### src/rtl/core/apsp_pkg.sv
// Shared types and constants for the all-pairs shortest path block.
// Depends on nothing; every other file of the block refers to it by scoped names.
package apsp_pkg;

	// Defaults for the top-level parameters.
	localparam int MAX_VERTICES_DEF = 8;
	localparam int WEIGHT_BITS_DEF  = 16;

	// Fixed field widths of the request and result channels.
	localparam int VTX_W    = 3;
	localparam int WEIGHT_W = 16;
	localparam int NV_W     = 4;
	localparam int DIST_W   = 19;

	// Widths that cover the largest supported vertex count.
	localparam int IDX_W  = 4;
	localparam int VCNT_W = 5;

	// Saturation bounds of the reported distance.
	localparam int DIST_MIN = -262144;
	localparam int DIST_MAX = 262143;

	// Register reset value.
	localparam logic [NV_W-1:0] NUM_VERTICES_RST = 4'd8;

	// Result status codes.
	typedef enum logic [1:0] {
		RS_OK        = 2'd0,
		RS_NEG_CYCLE = 2'd1,
		RS_TOO_FEW   = 2'd2
	} res_status_t;

	// Datapath operations, executed one per cycle in order of issue.
	typedef enum logic [3:0] {
		OP_NOP,
		OP_INIT_POT,
		OP_BF,
		OP_NC,
		OP_DJ_INIT,
		OP_SCAN,
		OP_PICK,
		OP_RELAX,
		OP_EMIT,
		OP_STATUS
	} op_t;

	// Controller states.
	typedef enum logic [3:0] {
		S_IDLE,
		S_CHECK,
		S_BF,
		S_NC,
		S_NC_DRAIN,
		S_NC_DEC,
		S_DJ_INIT,
		S_SCAN,
		S_SCAN_DRAIN,
		S_SCAN_DEC,
		S_RELAX,
		S_EMIT,
		S_STATUS
	} state_t;

	// Command from the controller to the datapath.
	typedef struct packed {
		op_t              op;
		logic [IDX_W-1:0] u;
		logic [IDX_W-1:0] w;
		res_status_t      code;
		logic             last;
		logic             clear;
	} dp_cmd_t;

	// Status from the datapath to the controller.
	typedef struct packed {
		logic              any_edge;
		logic              neg;
		logic              best_found;
		logic [IDX_W-1:0]  best;
		logic [VCNT_W-1:0] v;
		logic              out_busy;
	} dp_status_t;

endpackage

### src/rtl/core/apsp_edge_if.sv
// Edge request channel: valid, ready and one directed weighted edge.
// Depends on apsp_pkg for the field widths.
interface apsp_edge_if;
	logic                               valid;
	logic                               ready;
	logic [apsp_pkg::VTX_W-1:0]         src_vertex;
	logic [apsp_pkg::VTX_W-1:0]         dst_vertex;
	logic signed [apsp_pkg::WEIGHT_W-1:0] weight;
	logic                               last_edge;

	modport source (output valid, src_vertex, dst_vertex, weight, last_edge, input ready);
	modport sink (input valid, src_vertex, dst_vertex, weight, last_edge, output ready);
endinterface

### src/rtl/core/apsp_result_if.sv
// Result request channel: valid, ready and one vertex-pair distance or status.
// Depends on apsp_pkg for the field widths.
interface apsp_result_if;
	logic                               valid;
	logic                               ready;
	logic [1:0]                         status;
	logic [apsp_pkg::VTX_W-1:0]         from_vertex;
	logic [apsp_pkg::VTX_W-1:0]         to_vertex;
	logic signed [apsp_pkg::DIST_W-1:0] distance;
	logic                               reachable;
	logic                               last;

	modport source (output valid, status, from_vertex, to_vertex, distance, reachable, last,
		input ready);
	modport sink (input valid, status, from_vertex, to_vertex, distance, reachable, last,
		output ready);
endinterface

### src/rtl/core/apsp_datapath.sv
// Datapath: edge memory, potentials, Dijkstra registers and the result register.
// Depends on apsp_pkg; commanded by apsp_ctrl one operation per cycle.
module apsp_datapath #(
	parameter int MAX_VERTICES = apsp_pkg::MAX_VERTICES_DEF,
	parameter int WEIGHT_BITS  = apsp_pkg::WEIGHT_BITS_DEF
) (
	input  logic                                clk,
	input  logic                                arst_n,
	input  logic                                cfg_wr_en,
	input  logic [apsp_pkg::NV_W-1:0]           cfg_wr_data,
	input  logic                                load_en,
	input  logic [apsp_pkg::VTX_W-1:0]          src_vertex,
	input  logic [apsp_pkg::VTX_W-1:0]          dst_vertex,
	input  logic [apsp_pkg::WEIGHT_W-1:0]       weight,
	input  apsp_pkg::dp_cmd_t                   cmd,
	input  logic                                out_ready,
	output apsp_pkg::dp_status_t                stat,
	output logic                                out_valid,
	output logic [1:0]                          out_status,
	output logic [apsp_pkg::VTX_W-1:0]          out_from,
	output logic [apsp_pkg::VTX_W-1:0]          out_to,
	output logic signed [apsp_pkg::DIST_W-1:0]  out_distance,
	output logic                                out_reachable,
	output logic                                out_last
);
	localparam int M  = MAX_VERTICES;
	localparam int IW = (M > 2) ? $clog2(M) : 1;
	localparam int VW = $clog2(M + 1);
	localparam int NE = M * M;
	localparam int AW = $clog2(NE);
	localparam int DW = WEIGHT_BITS + 16;
	localparam logic signed [DW-1:0] DMIN = DW'(apsp_pkg::DIST_MIN);
	localparam logic signed [DW-1:0] DMAX = DW'(apsp_pkg::DIST_MAX);

	// Configuration register.
	logic [apsp_pkg::NV_W-1:0] nv_q;
	logic [VW-1:0]             v;

	always_ff @(posedge clk or negedge arst_n) begin
		if (!arst_n) begin
			nv_q <= apsp_pkg::NUM_VERTICES_RST;
		end else if (cfg_wr_en) begin
			nv_q <= cfg_wr_data;
		end
	end

	// A vertex count above the supported maximum saturates to it.
	assign v = (int'(nv_q) > M) ? VW'(M) : VW'(nv_q);

	// Edge memory with one write and one registered read port.
	logic [WEIGHT_BITS-1:0] mem [NE];
	logic [NE-1:0]          present_q;
	logic [AW-1:0]          wr_addr;
	logic [AW-1:0]          rd_addr;
	logic                   wr_ok;
	logic [WEIGHT_BITS-1:0] rd_s1;

	assign wr_ok   = (int'(src_vertex) < M) && (int'(dst_vertex) < M);
	assign wr_addr = AW'(int'(src_vertex) * M + int'(dst_vertex));
	assign rd_addr = AW'(int'(cmd.u[IW-1:0]) * M + int'(cmd.w[IW-1:0]));

	always_ff @(posedge clk) begin
		if (load_en && wr_ok) begin
			mem[wr_addr] <= WEIGHT_BITS'(weight);
		end
		rd_s1 <= mem[rd_addr];
	end

	// Presence bits, cleared together at the end of every run.
	always_ff @(posedge clk or negedge arst_n) begin
		if (!arst_n) begin
			present_q <= '0;
		end else if (cmd.clear) begin
			present_q <= '0;
		end else if (load_en && wr_ok) begin
			present_q[wr_addr] <= 1'b1;
		end
	end

	// Any stored edge with both endpoints inside the graph.
	logic any_edge;
	always_comb begin
		any_edge = 1'b0;
		for (int a = 0; a < M; a++) begin
			for (int b = 0; b < M; b++) begin
				if (a < int'(v) && b < int'(v) && present_q[a * M + b]) begin
					any_edge = 1'b1;
				end
			end
		end
	end

	// Operation stage, aligned with the registered memory read.
	apsp_pkg::dp_cmd_t cmd_s1;
	always_ff @(posedge clk or negedge arst_n) begin
		if (!arst_n) begin
			cmd_s1 <= '0;
		end else begin
			cmd_s1 <= cmd;
		end
	end

	logic [IW-1:0] u_s1;
	logic [IW-1:0] w_s1;
	logic [AW-1:0] e_s1;
	assign u_s1 = cmd_s1.u[IW-1:0];
	assign w_s1 = cmd_s1.w[IW-1:0];
	assign e_s1 = AW'(int'(u_s1) * M + int'(w_s1));

	// Working registers of the run.
	logic signed [DW-1:0] pot_q [M];
	logic signed [DW-1:0] td_q [M];
	logic [M-1:0]         tvalid_q;
	logic [M-1:0]         visited_q;
	logic signed [DW-1:0] base_q;
	logic [IW-1:0]        best_q;
	logic                 best_found_q;
	logic                 neg_q;

	// Arithmetic of the current operation.
	logic signed [DW-1:0] wt;
	logic signed [DW-1:0] pu;
	logic signed [DW-1:0] pw;
	logic signed [DW-1:0] bf_sum;
	logic                 bf_hit;
	logic signed [DW-1:0] nd;
	logic                 relax_hit;
	logic                 scan_hit;
	logic signed [DW-1:0] emit_raw;
	logic signed [DW-1:0] emit_sat;

	always_comb begin
		wt        = DW'($signed(rd_s1));
		pu        = pot_q[u_s1];
		pw        = pot_q[w_s1];
		bf_sum    = pu + wt;
		bf_hit    = present_q[e_s1] && (bf_sum < pw);
		nd        = base_q + wt - pw;
		relax_hit = present_q[e_s1] && !visited_q[w_s1] &&
			(!tvalid_q[w_s1] || (nd < td_q[w_s1]));
		scan_hit  = !visited_q[u_s1] && tvalid_q[u_s1] &&
			((u_s1 == '0) || !best_found_q || (td_q[u_s1] < td_q[best_q]));
		emit_raw  = td_q[w_s1] - pu + pw;
		if (emit_raw < DMIN) begin
			emit_sat = DMIN;
		end else if (emit_raw > DMAX) begin
			emit_sat = DMAX;
		end else begin
			emit_sat = emit_raw;
		end
	end

	// Execution of the operation in the stage.
	always_ff @(posedge clk) begin
		unique case (cmd_s1.op)
			apsp_pkg::OP_INIT_POT: begin
				for (int k = 0; k < M; k++) begin
					pot_q[k] <= '0;
				end
				neg_q <= 1'b0;
			end
			apsp_pkg::OP_BF: begin
				if (bf_hit) begin
					pot_q[w_s1] <= bf_sum;
				end
			end
			apsp_pkg::OP_NC: begin
				if (bf_hit) begin
					neg_q <= 1'b1;
				end
			end
			apsp_pkg::OP_DJ_INIT: begin
				for (int k = 0; k < M; k++) begin
					td_q[k] <= '0;
				end
				tvalid_q     <= M'(1) << u_s1;
				visited_q    <= '0;
				best_found_q <= 1'b0;
			end
			apsp_pkg::OP_SCAN: begin
				if (u_s1 == '0) begin
					best_found_q <= scan_hit;
				end else if (scan_hit) begin
					best_found_q <= 1'b1;
				end
				if (scan_hit) begin
					best_q <= u_s1;
				end
			end
			apsp_pkg::OP_PICK: begin
				visited_q[best_q] <= 1'b1;
				base_q            <= td_q[best_q] + pot_q[best_q];
			end
			apsp_pkg::OP_RELAX: begin
				if (relax_hit) begin
					tvalid_q[w_s1] <= 1'b1;
					td_q[w_s1]     <= nd;
				end
			end
			default: begin
			end
		endcase
	end

	// Result register; the controller issues a result only when it is free.
	logic                               out_valid_q;
	logic [1:0]                         status_q;
	logic [apsp_pkg::VTX_W-1:0]         from_q;
	logic [apsp_pkg::VTX_W-1:0]         to_q;
	logic signed [apsp_pkg::DIST_W-1:0] dist_q;
	logic                               reach_q;
	logic                               last_q;
	logic                               emit_op;

	assign emit_op = (cmd_s1.op == apsp_pkg::OP_EMIT) || (cmd_s1.op == apsp_pkg::OP_STATUS);

	always_ff @(posedge clk or negedge arst_n) begin
		if (!arst_n) begin
			out_valid_q <= 1'b0;
		end else if (emit_op) begin
			out_valid_q <= 1'b1;
		end else if (out_ready) begin
			out_valid_q <= 1'b0;
		end
	end

	always_ff @(posedge clk) begin
		if (cmd_s1.op == apsp_pkg::OP_EMIT) begin
			status_q <= apsp_pkg::RS_OK;
			from_q   <= apsp_pkg::VTX_W'(u_s1);
			to_q     <= apsp_pkg::VTX_W'(w_s1);
			reach_q  <= tvalid_q[w_s1];
			dist_q   <= tvalid_q[w_s1] ? apsp_pkg::DIST_W'(emit_sat) : '0;
			last_q   <= cmd_s1.last;
		end else if (cmd_s1.op == apsp_pkg::OP_STATUS) begin
			status_q <= cmd_s1.code;
			from_q   <= '0;
			to_q     <= '0;
			reach_q  <= 1'b0;
			dist_q   <= '0;
			last_q   <= 1'b1;
		end
	end

	assign out_valid     = out_valid_q;
	assign out_status    = status_q;
	assign out_from      = from_q;
	assign out_to        = to_q;
	assign out_distance  = dist_q;
	assign out_reachable = reach_q;
	assign out_last      = last_q;

	// Status towards the controller.
	always_comb begin
		stat            = '0;
		stat.any_edge   = any_edge;
		stat.neg        = neg_q;
		stat.best_found = best_found_q;
		stat.best       = apsp_pkg::IDX_W'(best_q);
		stat.v          = apsp_pkg::VCNT_W'(v);
		stat.out_busy   = out_valid_q || emit_op;
	end

endmodule

### src/rtl/core/apsp_ctrl.sv
// Controller: sequences loading, Bellman-Ford, the cycle check, Dijkstra and output.
// Depends on apsp_pkg; drives apsp_datapath through command and status structs.
module apsp_ctrl #(
	parameter int MAX_VERTICES = apsp_pkg::MAX_VERTICES_DEF
) (
	input  logic                 clk,
	input  logic                 arst_n,
	input  logic                 start,
	input  apsp_pkg::dp_status_t stat,
	output apsp_pkg::dp_cmd_t    cmd,
	output logic                 edge_ready
);
	localparam int M  = MAX_VERTICES;
	localparam int IW = (M > 2) ? $clog2(M) : 1;
	localparam int VW = $clog2(M + 1);

	apsp_pkg::state_t      state_q, state_d;
	logic [IW-1:0]         u_q, u_d, w_q, w_d, i_q, i_d;
	logic [VW-1:0]         r_q, r_d;
	apsp_pkg::res_status_t code_q, code_d;

	logic [VW-1:0] v;
	logic [IW-1:0] vm1;
	logic          u_last, w_last, i_last, r_last, r_done;

	assign v      = stat.v[VW-1:0];
	assign vm1    = IW'(v - VW'(1));
	assign u_last = (u_q == vm1);
	assign w_last = (w_q == vm1);
	assign i_last = (i_q == vm1);
	assign r_last = (r_q == (v - VW'(1)));
	assign r_done = (r_q == v);

	always_ff @(posedge clk or negedge arst_n) begin
		if (!arst_n) begin
			state_q <= apsp_pkg::S_IDLE;
			u_q     <= '0;
			w_q     <= '0;
			i_q     <= '0;
			r_q     <= '0;
			code_q  <= apsp_pkg::RS_OK;
		end else begin
			state_q <= state_d;
			u_q     <= u_d;
			w_q     <= w_d;
			i_q     <= i_d;
			r_q     <= r_d;
			code_q  <= code_d;
		end
	end

	// Next state.
	always_comb begin
		state_d = state_q;
		unique case (state_q)
			apsp_pkg::S_IDLE: begin
				if (start) state_d = apsp_pkg::S_CHECK;
			end
			apsp_pkg::S_CHECK: begin
				if (v < VW'(2) || !stat.any_edge) state_d = apsp_pkg::S_STATUS;
				else state_d = apsp_pkg::S_BF;
			end
			apsp_pkg::S_BF: begin
				if (r_last && u_last && w_last) state_d = apsp_pkg::S_NC;
			end
			apsp_pkg::S_NC: begin
				if (u_last && w_last) state_d = apsp_pkg::S_NC_DRAIN;
			end
			apsp_pkg::S_NC_DRAIN: begin
				state_d = apsp_pkg::S_NC_DEC;
			end
			apsp_pkg::S_NC_DEC: begin
				if (stat.neg) state_d = apsp_pkg::S_STATUS;
				else state_d = apsp_pkg::S_DJ_INIT;
			end
			apsp_pkg::S_DJ_INIT: begin
				state_d = apsp_pkg::S_SCAN;
			end
			apsp_pkg::S_SCAN: begin
				if (u_last) state_d = apsp_pkg::S_SCAN_DRAIN;
			end
			apsp_pkg::S_SCAN_DRAIN: begin
				state_d = apsp_pkg::S_SCAN_DEC;
			end
			apsp_pkg::S_SCAN_DEC: begin
				if (stat.best_found) state_d = apsp_pkg::S_RELAX;
				else state_d = apsp_pkg::S_EMIT;
			end
			apsp_pkg::S_RELAX: begin
				if (w_last) begin
					if (r_done) state_d = apsp_pkg::S_EMIT;
					else state_d = apsp_pkg::S_SCAN;
				end
			end
			apsp_pkg::S_EMIT: begin
				if (!stat.out_busy && w_last) begin
					if (i_last) state_d = apsp_pkg::S_IDLE;
					else state_d = apsp_pkg::S_DJ_INIT;
				end
			end
			apsp_pkg::S_STATUS: begin
				if (!stat.out_busy) state_d = apsp_pkg::S_IDLE;
			end
			default: state_d = apsp_pkg::S_IDLE;
		endcase
	end

	// Commands and loop counters.
	always_comb begin
		cmd        = '0;
		cmd.op     = apsp_pkg::OP_NOP;
		cmd.code   = code_q;
		edge_ready = 1'b0;
		u_d        = u_q;
		w_d        = w_q;
		i_d        = i_q;
		r_d        = r_q;
		code_d     = code_q;
		unique case (state_q)
			apsp_pkg::S_IDLE: begin
				edge_ready = 1'b1;
			end
			apsp_pkg::S_CHECK: begin
				if (v < VW'(2) || !stat.any_edge) begin
					code_d = apsp_pkg::RS_TOO_FEW;
				end else begin
					cmd.op = apsp_pkg::OP_INIT_POT;
					u_d    = '0;
					w_d    = '0;
					r_d    = '0;
				end
			end
			apsp_pkg::S_BF, apsp_pkg::S_NC: begin
				cmd.op = (state_q == apsp_pkg::S_BF) ? apsp_pkg::OP_BF : apsp_pkg::OP_NC;
				cmd.u  = apsp_pkg::IDX_W'(u_q);
				cmd.w  = apsp_pkg::IDX_W'(w_q);
				w_d    = w_last ? '0 : w_q + IW'(1);
				if (w_last) begin
					u_d = u_last ? '0 : u_q + IW'(1);
					if (u_last) r_d = r_q + VW'(1);
				end
			end
			apsp_pkg::S_NC_DRAIN: begin
			end
			apsp_pkg::S_NC_DEC: begin
				if (stat.neg) code_d = apsp_pkg::RS_NEG_CYCLE;
				i_d = '0;
			end
			apsp_pkg::S_DJ_INIT: begin
				cmd.op = apsp_pkg::OP_DJ_INIT;
				cmd.u  = apsp_pkg::IDX_W'(i_q);
				r_d    = '0;
				u_d    = '0;
			end
			apsp_pkg::S_SCAN: begin
				cmd.op = apsp_pkg::OP_SCAN;
				cmd.u  = apsp_pkg::IDX_W'(u_q);
				u_d    = u_last ? '0 : u_q + IW'(1);
			end
			apsp_pkg::S_SCAN_DRAIN: begin
			end
			apsp_pkg::S_SCAN_DEC: begin
				w_d = '0;
				if (stat.best_found) begin
					cmd.op = apsp_pkg::OP_PICK;
					r_d    = r_q + VW'(1);
				end
			end
			apsp_pkg::S_RELAX: begin
				cmd.op = apsp_pkg::OP_RELAX;
				cmd.u  = stat.best;
				cmd.w  = apsp_pkg::IDX_W'(w_q);
				w_d    = w_last ? '0 : w_q + IW'(1);
				u_d    = '0;
			end
			apsp_pkg::S_EMIT: begin
				if (!stat.out_busy) begin
					cmd.op    = apsp_pkg::OP_EMIT;
					cmd.u     = apsp_pkg::IDX_W'(i_q);
					cmd.w     = apsp_pkg::IDX_W'(w_q);
					cmd.last  = i_last && w_last;
					cmd.clear = i_last && w_last;
					w_d       = w_last ? '0 : w_q + IW'(1);
					if (w_last) i_d = i_q + IW'(1);
				end
			end
			apsp_pkg::S_STATUS: begin
				if (!stat.out_busy) begin
					cmd.op    = apsp_pkg::OP_STATUS;
					cmd.last  = 1'b1;
					cmd.clear = 1'b1;
				end
			end
			default: begin
			end
		endcase
	end

endmodule

### src/rtl/core/all_pairs_shortest_path_johnson_top.sv
// Top level of the all-pairs shortest path block: channels, controller and datapath.
// Depends on apsp_pkg, apsp_edge_if, apsp_result_if, apsp_ctrl and apsp_datapath.

// Edges are taken one per cycle while the block is idle; an edge repeats its
// endpoints to overwrite an earlier weight. The edge flagged last starts a run,
// during which no edge is taken. With V vertices a run does Bellman-Ford rounds
// over all vertex pairs, a negative-cycle check, then per source up to V rounds of
// a minimum scan, a drain and a decision state and a relaxation sweep, one at a
// time through the single read port of the edge memory and one relaxation unit.
// Results leave from_vertex major through a single output register, which takes
// a new result only after the last one is accepted. A run that finds a negative
// cycle, or has fewer than two vertices or no usable edge, gives one status
// result instead. The edge store is empty again after every run.
module all_pairs_shortest_path_johnson_top #(
	parameter int MAX_VERTICES = apsp_pkg::MAX_VERTICES_DEF,
	parameter int WEIGHT_BITS  = apsp_pkg::WEIGHT_BITS_DEF
) (
	input  logic                      clk,
	input  logic                      arst_n,
	input  logic                      cfg_wr_en,
	input  logic [apsp_pkg::NV_W-1:0] cfg_wr_data,
	apsp_edge_if.sink                 edge_in,
	apsp_result_if.source             result_out
);
	apsp_pkg::dp_cmd_t    cmd;
	apsp_pkg::dp_status_t stat;
	logic                 edge_ready;
	logic                 edge_accept;

	// An edge request is accepted when valid meets ready.
	assign edge_in.ready = edge_ready;
	assign edge_accept   = edge_in.valid && edge_ready;

	apsp_ctrl #(
		.MAX_VERTICES(MAX_VERTICES)
	) u_ctrl (
		.clk       (clk),
		.arst_n    (arst_n),
		.start     (edge_accept && edge_in.last_edge),
		.stat      (stat),
		.cmd       (cmd),
		.edge_ready(edge_ready)
	);

	apsp_datapath #(
		.MAX_VERTICES(MAX_VERTICES),
		.WEIGHT_BITS (WEIGHT_BITS)
	) u_datapath (
		.clk          (clk),
		.arst_n       (arst_n),
		.cfg_wr_en    (cfg_wr_en),
		.cfg_wr_data  (cfg_wr_data),
		.load_en      (edge_accept),
		.src_vertex   (edge_in.src_vertex),
		.dst_vertex   (edge_in.dst_vertex),
		.weight       (edge_in.weight),
		.cmd          (cmd),
		.out_ready    (result_out.ready),
		.stat         (stat),
		.out_valid    (result_out.valid),
		.out_status   (result_out.status),
		.out_from     (result_out.from_vertex),
		.out_to       (result_out.to_vertex),
		.out_distance (result_out.distance),
		.out_reachable(result_out.reachable),
		.out_last     (result_out.last)
	);

	// A status result is always the only and final result of its run.
	a_status_last: assert property (@(posedge clk) disable iff (!arst_n)
		result_out.valid && (result_out.status != apsp_pkg::RS_OK) |-> result_out.last)
		else $error("status result without last");

	// A status result carries no pair and no distance.
	a_status_clean: assert property (@(posedge clk) disable iff (!arst_n)
		result_out.valid && (result_out.status != apsp_pkg::RS_OK) |->
		(result_out.from_vertex == '0) && (result_out.to_vertex == '0) &&
		(result_out.distance == '0) && !result_out.reachable)
		else $error("status result with pair fields set");

	// An unreachable pair reports distance zero.
	a_unreach_zero: assert property (@(posedge clk) disable iff (!arst_n)
		result_out.valid && !result_out.reachable |-> (result_out.distance == '0))
		else $error("unreachable pair with non-zero distance");

	// No datapath operation is issued while edges are being taken.
	a_idle_quiet: assert property (@(posedge clk) disable iff (!arst_n)
		edge_ready |-> (cmd.op == apsp_pkg::OP_NOP))
		else $error("operation issued while idle");

endmodule
### src/flat_wrapper.sv
// flat-port wrapper written by rule: the top's interface ports become plain ports
module all_pairs_shortest_path_johnson_top_flat 
#(
	parameter int MAX_VERTICES = apsp_pkg::MAX_VERTICES_DEF,
	parameter int WEIGHT_BITS  = apsp_pkg::WEIGHT_BITS_DEF
)
  (clk, arst_n, cfg_wr_en, cfg_wr_data, edge_in_valid, edge_in_src_vertex, edge_in_dst_vertex, edge_in_weight, edge_in_last_edge, edge_in_ready, result_out_valid, result_out_status, result_out_from_vertex, result_out_to_vertex, result_out_distance, result_out_reachable, result_out_last, result_out_ready);
  apsp_edge_if edge_in_i ();
  apsp_result_if result_out_i ();
  input  logic clk;
  input  logic arst_n;
  input  logic cfg_wr_en;
  input  logic [apsp_pkg::NV_W-1:0] cfg_wr_data;
  input wire logic [$bits(edge_in_i.valid)-1:0] edge_in_valid;
  input wire logic [$bits(edge_in_i.src_vertex)-1:0] edge_in_src_vertex;
  input wire logic [$bits(edge_in_i.dst_vertex)-1:0] edge_in_dst_vertex;
  input wire logic [$bits(edge_in_i.weight)-1:0] edge_in_weight;
  input wire logic [$bits(edge_in_i.last_edge)-1:0] edge_in_last_edge;
  output wire logic [$bits(edge_in_i.ready)-1:0] edge_in_ready;
  output wire logic [$bits(result_out_i.valid)-1:0] result_out_valid;
  output wire logic [$bits(result_out_i.status)-1:0] result_out_status;
  output wire logic [$bits(result_out_i.from_vertex)-1:0] result_out_from_vertex;
  output wire logic [$bits(result_out_i.to_vertex)-1:0] result_out_to_vertex;
  output wire logic [$bits(result_out_i.distance)-1:0] result_out_distance;
  output wire logic [$bits(result_out_i.reachable)-1:0] result_out_reachable;
  output wire logic [$bits(result_out_i.last)-1:0] result_out_last;
  input wire logic [$bits(result_out_i.ready)-1:0] result_out_ready;
  assign edge_in_i.valid = edge_in_valid;
  assign edge_in_i.src_vertex = edge_in_src_vertex;
  assign edge_in_i.dst_vertex = edge_in_dst_vertex;
  assign edge_in_i.weight = edge_in_weight;
  assign edge_in_i.last_edge = edge_in_last_edge;
  assign edge_in_ready = edge_in_i.ready;
  assign result_out_valid = result_out_i.valid;
  assign result_out_status = result_out_i.status;
  assign result_out_from_vertex = result_out_i.from_vertex;
  assign result_out_to_vertex = result_out_i.to_vertex;
  assign result_out_distance = result_out_i.distance;
  assign result_out_reachable = result_out_i.reachable;
  assign result_out_last = result_out_i.last;
  assign result_out_i.ready = result_out_ready;
  all_pairs_shortest_path_johnson_top #(.MAX_VERTICES(MAX_VERTICES), .WEIGHT_BITS(WEIGHT_BITS)) u_core (.clk(clk), .arst_n(arst_n), .cfg_wr_en(cfg_wr_en), .cfg_wr_data(cfg_wr_data), .edge_in(edge_in_i), .result_out(result_out_i));
endmodule
### config.mk
export PLATFORM = sky130hd
export DESIGN_NAME = all_pairs_shortest_path_johnson_top_flat
export DESIGN_NICKNAME = d
export VERILOG_FILES = /design/src/rtl/core/apsp_pkg.sv /design/src/rtl/core/apsp_edge_if.sv /design/src/rtl/core/apsp_result_if.sv /design/src/rtl/core/apsp_datapath.sv /design/src/rtl/core/apsp_ctrl.sv /design/src/rtl/core/all_pairs_shortest_path_johnson_top.sv /design/src/flat_wrapper.sv
export SDC_FILE = /design/constraint.sdc
export NUM_CORES = 2
export LEC_CHECK = 0
export BUFFER_PORTS_ARGS = -buffer_cell sky130_fd_sc_hd__buf_4
export CAP_MARGIN = 20
export CORE_UTILIZATION = 65
export DETAILED_ROUTE_END_ITERATION = 16
export PLACE_DENSITY = 0.81
export SETUP_SLACK_MARGIN = 0.5
export SLEW_MARGIN = 5
export SYNTH_ARGS = -nofsm -noshare
export SYNTH_HDL_FRONTEND = slang
export SYNTH_SLANG_ARGS = --single-unit
### constraint.sdc
create_clock -name clk -period 21.9 [get_ports clk]
set_input_delay 1.095 -clock clk [delete_from_list [all_inputs] [get_ports clk]]
set_output_delay 1.095 -clock clk [all_outputs]
set_load 0.005 [all_outputs]
# Word level (Yosys, flattened, before mapping)
# Memories as Yosys holds them, arrays and structs flattened. A register that Yosys moved wholly into a read port is not among the register bits.
# Index checks and enable logic that the tools add are counted.
# totals
inputBits	32
memories	3
word_cells	431
output_inout_bits	31
ff_bits	183
mem_bits_rw	1536
# classes
shift	1
order_cmp	23
n_eq_ne	44
addsub	14
n_mux	168
n_bitwise	3
reduce_logical	149
# mem_list
name	depth	word_bits	read_ports	rd_clocked_by_memory_dff	write_ports	line_no	rtl
u_core.u_datapath.mem	64	16	1	1	1	apsp_datapath.sv:51	logic [WEIGHT_BITS-1:0] mem [NE];
u_core.u_datapath.pot_q	8	32	3	1	8	apsp_datapath.sv:111	logic signed [DW-1:0] pot_q [M];
u_core.u_datapath.td_q	8	32	3	1	8	apsp_datapath.sv:112	logic signed [DW-1:0] td_q [M];
# ops
op	count
64-bit two-way mux	2
1-bit logical AND	107
1-bit two-way mux	99
32-bit less-than comparator	3
19-bit two-way mux	5
32-bit by 16-bit adder with 32-bit output	2
32-bit adder	2
32-bit two-way mux	2
4-bit two-way mux	16
64-bit OR	1
32-bit OR reduction	2
32-bit subtractor	2
4-bit case mux with 13 select lines	1
3-bit two-way mux	16
3-bit case mux with 4 select lines	3
2-bit inequality test (second input constant)	17
4-bit by 3-bit == test with 1-bit output (second input constant)	8
32-bit by 19-bit > comparator with 1-bit output (second input constant)	1
32-bit by 19-bit less-than comparator with 1-bit output (second input constant)	1
4-bit case mux with 8 select lines	1
8-bit case mux with 2 select lines	2
4-bit == test (second input constant)	7
6-bit by 3-bit adder with 6-bit output	3
2-bit nonzero test	9
other kinds (41)	90

# Depth between registers and ports, before layout
# depth
word_depth	72
mapped_depth	32
ltp_nobuf	28

# Modules after synthesis
# A second synthesis with hierarchy kept.
# hier_totals
cells_unflattened	5772
area_unflattened_um2	86802.0
# by_module_without_submodules
module	n_inst	seq_area_each_um2	area_per_inst_um2	cells_per_inst
apsp_datapath	1	51000.2	85010.3	5547
apsp_ctrl	1	475.5	1779.2	223
all_pairs_shortest_path_johnson_top	1	0.0	12.5	2

# Least setup slack after synthesis
# No wires, ideal clock.
# synth_path
path_type	register to register
from	register u_core.u_datapath.cmd_s1[8] (netlist name)
to	memory u_core.u_datapath.pot_q[0][0] (netlist name) (enable)
stages_incl_launch_ff	30
n_path_buf	5
period_less_slack_ns	8.260
setup_slack_ns	13.640
arrival_ns	7.782
setup_time_ns	0.479
required_time_ns	21.421
path_cell_list	dfrtp_1 -> buf_2 -> clkbuf_1 -> clkbuf_1 -> buf_1 -> mux4_2 -> nand2_1 -> nand2_1 -> ha_1 -> fa_1 -> a21o_1 -> a21oi_1 -> o21bai_1 -> a221o_1 -> nand3_1 -> a21boi_0 -> a2111oi_0 -> nor2_1 -> xnor2_1 -> inv_1 -> ha_1 -> nand2_1 -> o21ai_0 -> a31oi_1 -> or3b_2 -> o21ai_0 -> mux2_2 -> nand2_1 -> buf_2 -> nand2_1
# synth_lines
item	line_no	rtl
from (decl)	apsp_datapath.sv:94	apsp_pkg::dp_cmd_t cmd_s1;
from (signal assigned)	apsp_datapath.sv:99	cmd_s1 <= cmd;
to (decl)	apsp_datapath.sv:111	

==> results_dict.tcl <==
set metrics [dict create \
    cts.sinks 1738 \
    netlist.area_leader.share_pct 55.0 \
    grt_max_degree 166 \
    cap_violations 0 \
    dp_hpwl_um 162000 \
    yosysWarnings 0 \
    overflow 0 \
    crit_path_end_kind "register" \
    ys_async_sr_fraction_pct 5.81 \
    cp-start-kind "register" \
    initial_utilization_pct 65.8 \
    syn2layout_area_growth_pct 8.88 \
    tns_ps 0 \
    cts_setup_buffers 0 \
    synth-seq-area-share_pct 58.4 \
    drive_above_1_share_pct 11.5 \
    via_count 64820 \
    cts_max_level 4 \
    max-vdd-ir-drop_mv 0.189 \
    first_pass_iters 7 \
    drc 0 \
    seqCellArea_um2 51500 \
    ctsResizeCount 0 \
    drv_slew 0 \
    cpLargestDelayFamily "compound AO/OA/AOI/OAI gates" \
    drtIter0Drc 9643 \
    cts_tree "built" \
    pin_count 63 \
    clock_latency_ps 820 \
    hold_buffers 0 \
    postPlaceCellArea_um2 90300 \
    p_leak_nw 35.1 \
    worstSetupPathType "reg2reg" \
    grt_first_pass_wirelength_um 393000 \
    grtUsageTotal_pct 39.0 \
    cts_made_buffers 174 \
    synth_edf_count 1616 \
    synth_top_area_cell "edfxtp_1" \
    vias_per_cell 6.99 \
    wirelength_um 269000 \
    worst_pin_slew_ps 1220 \
    setup_viol 0 \
    clockBufferDepth 3 \
    fmaxAchievable_mhz 100 \
    place_congestion 0.961 \
    synth_fp_nets 7757 \
    core_um2 134000 \
    required_ps 22330 \
    worst_path_largest_cell_delay_ps 910 \
    crit_fanout 52 \
    finalHoldViolCount 0 \
    port-buffer-count 62 \
    synth_area_per_cell_um2 11.9 \
    fin_hold_ws_ps 258 \
    final.setup_skew_ps 23.8 \
    cp_slowest_cell "nand2_2" \
    worstPathArrival_ps 10390 \
    final_area_um2 96000 \
    antenna_found_initial 7 \
    clockRootBuffer "clkbuf_16" \
    netlist_area_um2 88200 \
    p_per_area_nw_per_um2 155 \
    period_minus_slack_ps 9960 \
    die_w_um 370 \
    maxSlewHeadroom_pct 17.7 \
    row_count 134 \
    nets 7686 \
    synth_area_leaders "edfxtp_1 (55%), mux4_2 (6.9%), nand2_1 (5.1%)" \
    clk_pin_slew_worst_paths_ps 60 \
    drtAntennaViolNets 0 \
    syn_inst 7433 \
    wl_per_cell_um 29.1 \
    ys.flop_type "edfxtp_1" \
    synth_cell_types 86 \
    worstHoldPathType "in2async" \
    multi_input_area_um2 33600 \
    p_total_mw 14.9 \
    synth-seq-cells 1738 \
    die_area_um2 137000 \
    die_y_um 370 \
    period_share_pct 45.5 \
    n_antenna_cell 0 \
    crit_buf_inv 4 \
    rsz0062_at_grt "false" \
    grt_pass1_vias 63608 \
    status "complete, no violations" \
    num-fill-cells 8743 \
]
metal layers:
layer | global-route usage (%) | vias to the layer above | routed length [µm]
li1 | - | 27414 | -
met4 | 29.5 | 16 | 22700
met3 | 9.87 | 1121 | 34600
met5 | 0 | - | 90
met2 | 60.3 | 5045 | 124000
met1 | 47.4 | 31224 | 88100
stage by stage:
step	utilization (%)	instances	worst slack, ps
4_1_cts	71.6	9263	12200
3_5_place_dp	67.4	8949	12240
3_3_place_gp	67.4	8948	12460
5_1_grt	71.7	9268	11530
2_1_floorplan	-	7433	13640
6_report	71.7	9268	11940
logic make-up (layout without fill, tap and decap cells):
| logic type | Yosys count | in the layout | share of synthesized area [%] |
|---|---|---|---|
| AOI/OAI and AO/OA | 1151 | 1151 | 9.31 |
| muxes | 362 | 362 | 7.99 |
| and+or+nand+nor | 2943 | 2943 | 14.6 |
| xor gates and xnor gates | 125 | 125 | 1.26 |
| DFF | 1738 | 1738 | 58.4 |
| adders and majority gates | 292 | 292 | 4.69 |
| buffers and inverters | 822 | 889 | 3.75 |
final cells by class:
class | instances | share of cell area, %
Sequential cell | 1738 | 53.6
Multi-Input combinational cell | 4873 | 35.0
Clock buffer | 218 | 4.81
Tap cell | 1768 | 2.30
Timing Repair Buffer | 214 | 1.80
Inverter | 361 | 1.42
Clock inverter | 96 | 1.01
report_power, final:
| part | switching [mW] | internal (mW) |
|---|---|---|
| registers | 0.323 | 4.06 |
| logic | 4.97 | 2.57 |
| clock network | 1.30 | 1.67 |
synthesized netlist by cell type, drive strengths merged (14+ instances only):
master,number
a21oi,185
a31oi,42
mux2,45
nor2,832
edfxtp,1616
nand4,25
xnor2,72
o21bai,16
a22oi,263
ha,228
inv,357
or3,14
buf,185
o21a,22
a211oi,101
a311oi,196
and3,15
and2,94
xor2,52
o211ai,17
nor2b,32
a21o,80
dfrtp,100
nor3,64
mux2i,48
nand2,1195
nor4,17
fa,64
mux4,269
nand2b,28
nand3,497
and4,71
dfxtp,21
o21ai,133
clkbuf,276
nand3b,17
flip-flops by register name, summed over array words and instances, names as in the netlist, 2 cells and up, named ones only:
register                        count
u_core.u_datapath.nv_q              4
u_core.u_datapath.visited_q         8
u_core.u_datapath.out_distance     19
u_core.u_ctrl.code_q                2
u_core.u_datapath.tvalid_q          8
u_core.u_datapath.best_q            3
u_core.u_datapath.cmd_s1           13
u_core.u_ctrl.state_q               4
u_core.u_ctrl.i_q                   3
u_core.u_datapath.out_status        2
u_core.u_ctrl.u_q                   3
u_core.u_ctrl.r_q                   4
u_core.u_datapath.base_q           32
u_core.u_ctrl.w_q                   3
u_core.u_datapath.pot_q           256
u_core.u_datapath.td_q            256
u_core.u_datapath.out_to            3
u_core.u_datapath.out_from          3
u_core.u_datapath.mem            1024
u_core.u_datapath.rd_s1            16
u_core.u_datapath.present_q        64
worst register-to-register path, delay by kind of cell, from the launching register on:
family | cells | cell delay (ps)
and+or+nand+nor | 7 | 2940
buffers and inverters | 4 | 1150
DFF | 1 | 900
adders and majority gates | 3 | 970
xor gates and xnor gates | 1 | 630
AOI/OAI and AO/OA | 14 | 2950
worst paths after layout:
check                                                end                        start  depth (start not counted)  slack [ps]
max reg2reg                u_core.u_datapath.td_q[4][31]  u_core.u_datapath.cmd_s1[6]                         29       11940
min reg2reg                  u_core.u_datapath.cmd_s1[2]      u_core.u_ctrl.code_q[0]                          0         370
max in group asynchronous   u_core.u_datapath.cmd_s1[10]                       arst_n                          2       20200
max                        u_core.u_datapath.td_q[4][31]  u_core.u_datapath.cmd_s1[6]                         29       11940
min                                 u_core.u_ctrl.r_q[2]                       arst_n                          1         260
min in group clk             u_core.u_datapath.cmd_s1[2]      u_core.u_ctrl.code_q[0]                          0         370
placed cells by master, fill, tap and decap left out, drive strengths merged, types with 100 or more instances in the layout:
cell type	count
ha	228
a311oi	196
dfrtp	100
buf	214
nor2	832
a22oi	263
nand2	1195
mux4	269
nand3	497
a211oi	101
o21ai	133
a21oi	185
inv	367
edfxtp	1616
clkbuf	218
Note: power is estimated with default switching activity, not from simulation.
